<file path="config.mk">
export PLATFORM = sky130hd
export DESIGN_NAME = v2c_div
export DESIGN_NICKNAME = d
export VERILOG_FILES = /design/src/v2c_pkg.sv /design/src/v2c_div.sv
export SDC_FILE = /design/constraint.sdc
export NUM_CORES = 2
export LEC_CHECK = 0
export ABC_AREA = 1
export BUFFER_PORTS_ARGS = -buffer_cell sky130_fd_sc_hd__buf_2
export CELL_PAD_IN_SITES_DETAIL_PLACEMENT = 1
export CELL_PAD_IN_SITES_GLOBAL_PLACEMENT = 1
export CORE_MARGIN = 8
export CORE_UTILIZATION = 40
export CTS_CLUSTER_SIZE = 40
export DETAILED_ROUTE_END_ITERATION = 6
export PLACE_DENSITY = 0.67
export SLEW_MARGIN = 10
export SYNTH_ARGS = -nofsm -noshare
export SYNTH_HDL_FRONTEND = slang
export SYNTH_SLANG_ARGS = --single-unit
</file>
<file path="constraint.sdc">
create_clock -name clk -period 8.66 [get_ports clk]
set_clock_uncertainty 0.05 [all_clocks]
set_input_delay 1.299 -clock clk [delete_from_list [all_inputs] [get_ports clk]]
set_output_delay 1.299 -clock clk [all_outputs]
set_load 0.05 [all_outputs]
</file>
<file path="src/v2c_pkg.sv">
package v2c_pkg;

	localparam int VOLUME_WORDS = 4096;
	localparam int ADDR_W = $clog2(VOLUME_WORDS);

	localparam int NUM_W = 24;
	localparam int DEN_W = 12;
	localparam int DIV_BITS = 4;
	localparam int DIV_STAGES = NUM_W / DIV_BITS;

	typedef enum logic {
		KIND_WRITE = 1'b0,
		KIND_READ  = 1'b1
	} v2c_kind_t;

	typedef enum logic [1:0] {
		REG_CHANNELS = 2'd0,
		REG_DEPTH    = 2'd1,
		REG_HEIGHT   = 2'd2,
		REG_WIDTH    = 2'd3
	} v2c_reg_t;

	typedef struct packed {
		logic [3:0] pad_b;
		logic [3:0] pad_a;
		logic [3:0] dil;
		logic [3:0] stride;
		logic [3:0] kern;
		logic [7:0] size;
	} v2c_axis_t;

	// one division lane: work holds remaining dividend bits, quotient shifts in low
	typedef struct packed {
		logic [NUM_W-1:0] work;
		logic [DEN_W-1:0] rem;
		logic [DEN_W-1:0] den;
	} v2c_lane_t;

	typedef struct packed {
		logic       bad;
		logic [8:0] num;
	} v2c_geom_t;

	typedef struct packed {
		logic       pad;
		logic [7:0] pos;
	} v2c_pos_t;

	typedef struct packed {
		v2c_kind_t         kind;
		logic [ADDR_W-1:0] addr;
		logic [31:0]       sample;
		logic              bad;
		logic [23:0]       row;
		logic [23:0]       col;
		logic [8:0]        numd;
		logic [8:0]        wout;
		logic [8:0]        hout;
		logic [3:0]        woff;
		logic [8:0]        ow;
		logic [3:0]        hoff;
		logic [8:0]        oh;
		logic [23:0]       od;
	} v2c_tag_t;

	function automatic v2c_lane_t div_steps(v2c_lane_t l);
		v2c_lane_t r;
		logic [DEN_W:0] t;
		r = l;
		for (int i = 0; i < DIV_BITS; i++) begin
			t = {r.rem, r.work[NUM_W-1]};
			r.work = {r.work[NUM_W-2:0], 1'b0};
			if (t >= {1'b0, r.den}) begin
				t = t - {1'b0, r.den};
				r.work[0] = 1'b1;
			end
			r.rem = t[DEN_W-1:0];
		end
		return r;
	endfunction

	function automatic v2c_lane_t lane_init(logic [NUM_W-1:0] num, logic [DEN_W-1:0] den);
		v2c_lane_t l;
		l.work = num;
		l.rem = '0;
		l.den = den;
		return l;
	endfunction

	// padded extent minus dilated kernel; output extent is num/stride + 1
	function automatic v2c_geom_t axis_geom(v2c_axis_t a);
		v2c_geom_t g;
		logic [10:0] span;
		logic [10:0] need;
		logic [7:0] prod;
		prod = {4'b0, a.dil} * ({4'b0, a.kern} - 8'd1);
		span = {3'b0, a.size} + {7'b0, a.pad_a} + {7'b0, a.pad_b};
		need = {3'b0, prod} + 11'd1;
		g.bad = (a.kern == 4'd0) || (a.stride == 4'd0) || (span < need);
		g.num = span[8:0] - need[8:0];
		return g;
	endfunction

	function automatic v2c_pos_t axis_pos(logic [8:0] o, logic [3:0] off, v2c_axis_t a);
		v2c_pos_t r;
		logic [14:0] p;
		p = {6'b0, o} * {11'b0, a.stride} + {11'b0, off} * {11'b0, a.dil}
			- {11'b0, a.pad_a};
		r.pad = p[14] || (p >= {7'b0, a.size});
		r.pos = p[7:0];
		return r;
	endfunction

endpackage

</file>
<file path="src/v2c_div.sv">
module v2c_div import v2c_pkg::*; (
	input  logic      clk,
	input  logic      arst_n,
	input  logic      en,
	input  logic      in_valid,
	input  v2c_tag_t  in_tag,
	input  v2c_lane_t in_a,
	input  v2c_lane_t in_b,
	output logic      out_valid,
	output v2c_tag_t  out_tag,
	output v2c_lane_t out_a,
	output v2c_lane_t out_b
);

	logic      valid_s [DIV_STAGES];
	v2c_tag_t  tag_s   [DIV_STAGES];
	v2c_lane_t a_s     [DIV_STAGES];
	v2c_lane_t b_s     [DIV_STAGES];

	always_ff @(posedge clk or negedge arst_n) begin
		if (!arst_n) begin
			for (int s = 0; s < DIV_STAGES; s++) valid_s[s] <= 1'b0;
		end else if (en) begin
			valid_s[0] <= in_valid;
			for (int s = 1; s < DIV_STAGES; s++) valid_s[s] <= valid_s[s-1];
		end
	end

	always_ff @(posedge clk) begin
		if (en) begin
			tag_s[0] <= in_tag;
			a_s[0] <= div_steps(in_a);
			b_s[0] <= div_steps(in_b);
			for (int s = 1; s < DIV_STAGES; s++) begin
				tag_s[s] <= tag_s[s-1];
				a_s[s] <= div_steps(a_s[s-1]);
				b_s[s] <= div_steps(b_s[s-1]);
			end
		end
	end

	assign out_valid = valid_s[DIV_STAGES-1];
	assign out_tag = tag_s[DIV_STAGES-1];
	assign out_a = a_s[DIV_STAGES-1];
	assign out_b = b_s[DIV_STAGES-1];

endmodule

</file>
==> summary.md <==
| Metric | Value |
|---|---|
| Worst-Skew Late Latency | 0.84 ns |
| Dominant synthesized flop cell | edfxtp_1 |
| Multi-input logic area | ~0.032 sq mm |
| Reg-to-reg setup timing slack | 0.65 ns |
| Distinct cells, synth | 64 |
| Final TNS setup | 0 ns |
| HPWL after detailed placement | 180000 microns |
| TritonCTS clock tree | yes |
| Slowest CP cell | edfxtp_1 |
| Final ANT Viol Nets | 0 |
| Top cell type's share of synthesized area | 0.567 |
| Largest net degree at the start of global routing | roughly 180 |
| Maxcap violations | 0 |
| Fin worst setup slack | 0.646 ns |
| Worst endpoint required time | a little over 9 ns |
| Clock Path Buffers | 3 |
| Vias per inst | slightly below 5 |
| Num rows | 169 |
| Global Route Usage Sum | 0.195 |
| GRT overflow | 0 |
| Starting Density | 0.401 |
| Worst R2R Path Depth | 40 |
| F_max | roughly 120 MHz |
| Crit path from | b_s[1][2] |
| Max Transition Viols Final | 0 |
| Layout cells sized above 1 | 0.154 |
| Setup CP Type | reg2reg |
| Place WS | -0.696 ns |
| Die area | ~0.23 sq mm |
| Wire length per cell | around 19 microns |
| Mapped Cells | about 8100 |
| Slew @ Worst Pin | between 1 and 1.5 ns |
| Mean Syn Cell Area | between 10 and 15 sq um |
| Layout area overhead | 16.9% |
| Worst setup path end | b_s[2][19] |
| Area leader, netlist | edfxtp_1 |
| CTS root buf | clkbuf_16 |
| DRT Pass-1 Iters | 7 |
| CP Launch Type | flop |
| Yosys warns | 0 |
| Iter 0 DRT Violations | ~3000 |
| Inserted Clock Buffers | around 170 |
| Top post-synthesis cells by area | edfxtp_1 57%, nand2_1 9.3%, ha_1 8.5% |
| Drt total wl | roughly 230000 microns |
| Fin crit share | 0.925 |
| # hold bufs at CTS | 0 |
| Worst EP arrival | roughly 8.5 ns |
| Nets | approximately 10000 |
| Final hold violation count | 0 |
| Post-Syn Nets | ~9000 |
| Min-delay worst type | in2async |
| Mapped cell area | 0.0848 sq mm |
| Die width | roughly 480 microns |
| Seq/Total Area, Yosys | 0.569 |
| Reg2Reg Capture Point | b_s[2][19] |
| Initial antenna violation count | 19 |
| Max incr delay on CP | about 0.41 ns |
| Reg clk slew, reported paths | 0.06 ns |
| CP Capture Type | flop |
| Die height | 476 microns |
| Setup violators final | 0 |
| Crit path max fanout | 17 |
| CTS Sinks | ~1600 |
| DR vias | 59900 |
| CORE AREA | about 0.21 sq mm |
| Vias in the first global route | ~63000 |
| #FFs+latches synth | roughly 1600 |
| Most frequent CP cell | nand2_1 |
| Sequential cell area | approximately 0.048 sq mm |
| EDFF count, synth | roughly 1600 |
| Slew headroom | 0.288 |
| GPL Wtd Cong | slightly below 0.9 |
| Critical R2R Launch | b_s[1][2] |
| Port-buffer cells | 538 |
| Min Tclk post-route | between 8 and 9 ns |
| Ys async rst share | 0.00373 |
| Global-route wire length before repair | 354000 microns |
| Status | finished, final reports clean |
| H-Tree Depth | 4 |
| Top Ports | 539 |
| Drc violations | 0 |
| Fill cell count | ~24000 |
-- per-layer routing --
metal,GRT usage,vias to the layer above,wire (microns)
li1,-,29700,-
met4,0.0502,4,5470
met3,0.0263,334,7000
met5,0,-,26
met1,0.251,29000,102000
met2,0.345,883,113000
-- layout make-up --
type / count / area share
repair buffers: 893 / 0.0555
clock inverters: 104 / 0.0115
inverters: 1146 / 0.0437
flip-flops and latches: 1608 / 0.487
diodes: 6 / 0.000151
clock buffers: 208 / 0.0454
well taps: 2821 / 0.0356
multi-input cells: 5291 / 0.321
-- sequential cells by signal, summed over array words and instances, names as in the netlist --
register	flops
out_valid	1
valid_s	5
b_s	288
a_s	288
tag_s	1026
-- layout by cell type (no fill, tap or decap), types with 23 or more instances in the layout --
| cell type | instances |
|---|---|
| nor3_1 | 61 |
| inv_1 | 1096 |
| inv_2 | 39 |
| nand3_2 | 28 |
| xor2_1 | 262 |
| ha_1 | 574 |
| buf_2 | 537 |
| edfxtp_1 | 1602 |
| nor2_1 | 350 |
| o21bai_1 | 42 |
| nand2_2 | 32 |
| fa_1 | 48 |
| o2111ai_1 | 23 |
| o21a_1 | 50 |
| nand4_1 | 107 |
| a31oi_1 | 27 |
| clkinv_2 | 31 |
| clkbuf_16 | 175 |
| buf_4 | 344 |
| nand3_1 | 449 |
| or2_2 | 41 |
| clkinv_1 | 31 |
| a21oi_1 | 362 |
| o21ai_1 | 83 |
| clkbuf_1 | 33 |
| o21ai_0 | 255 |
| xnor2_1 | 130 |
| nor2_2 | 23 |
| nand2_1 | 2101 |
-- cell families (layout without fill, tap and decap cells) --
kind of cell / after synthesis / count (layout) / share of synthesized area
AO/OA/AOI/OAI: 973 / 973 / 0.0664
XOR/XNOR: 392 / 392 / 0.0405
adder cells (fa/ha/maj): 624 / 624 / 0.0963
buffers and inverters: 1225 / 2351 / 0.0571
flip-flops: 1608 / 1608 / 0.569
other: 0 / 6 / 0
AND/OR/NAND/NOR: 3301 / 3302 / 0.171
-- worst max-delay path: cells and delay by family, from the launching register on --
kind	cells	cell delay [ns]
adder cells (fa/ha/maj)	4	1.47
flip-flops	1	0.41
buffers and inverters	7	1.07
AO/OA/AOI/OAI	7	1.76
AND/OR/NAND/NOR	22	2.95
-- how the worst min path moves through the flow --
stage,startpoint,to,slack [ns],cells after the start
after global placement,tag_s[3][46],tag_s[4][46],0.35,0
after global routing,arst_n,valid_s[5],0.19,1
after detailed placement,a_s[1][43],a_s[2][47],0.36,0
after CTS,arst_n,valid_s[5],0.16,1
final,arst_n,valid_s[1],0.24,1
after floorplan,a_s[0][24],a_s[1][28],0.35,0
-- through the flow --
| stage | hold WS (ns) | util | cell area, sq um | cells |
|---|---|---|---|---|
| 2_1_floorplan | 0.350 | - | 84800 | 8123 |
| 3_3_place_gp | 0.350 | 0.440 | 93000 | 11700 |
| 3_5_place_dp | 0.355 | 0.440 | 93000 | 11700 |
| 4_1_cts | 0.156 | 0.467 | 98700 | 12000 |
| 5_1_grt | 0.194 | 0.469 | 99100 | 12100 |
| 6_report | 0.236 | 0.469 | 99100 | 12100 |
-- what timing repair did --
item	in CTS	in global routing
gates cloned	0	1
endpoints found under the setup margin	13	105
pin swaps	1	11
gates resized for setup	9	61
buffers inserted	4	34
-- synth_stat cells (48+ instances only) --
library cell / instances
nand2_1: 2103
edfxtp_1: 1602
nor3_1: 61
a21oi_1: 370
o21ai_1: 68
fa_1: 48
o21ai_0: 272
inv_1: 1112
xnor2_1: 130
ha_1: 576
nand4_1: 107
xor2_1: 262
nor2_1: 351
nand3_1: 450
o21a_1: 50
Power is not shown: default switching activity piles up to over one toggle a cycle in this logic, so the estimate is an artifact.
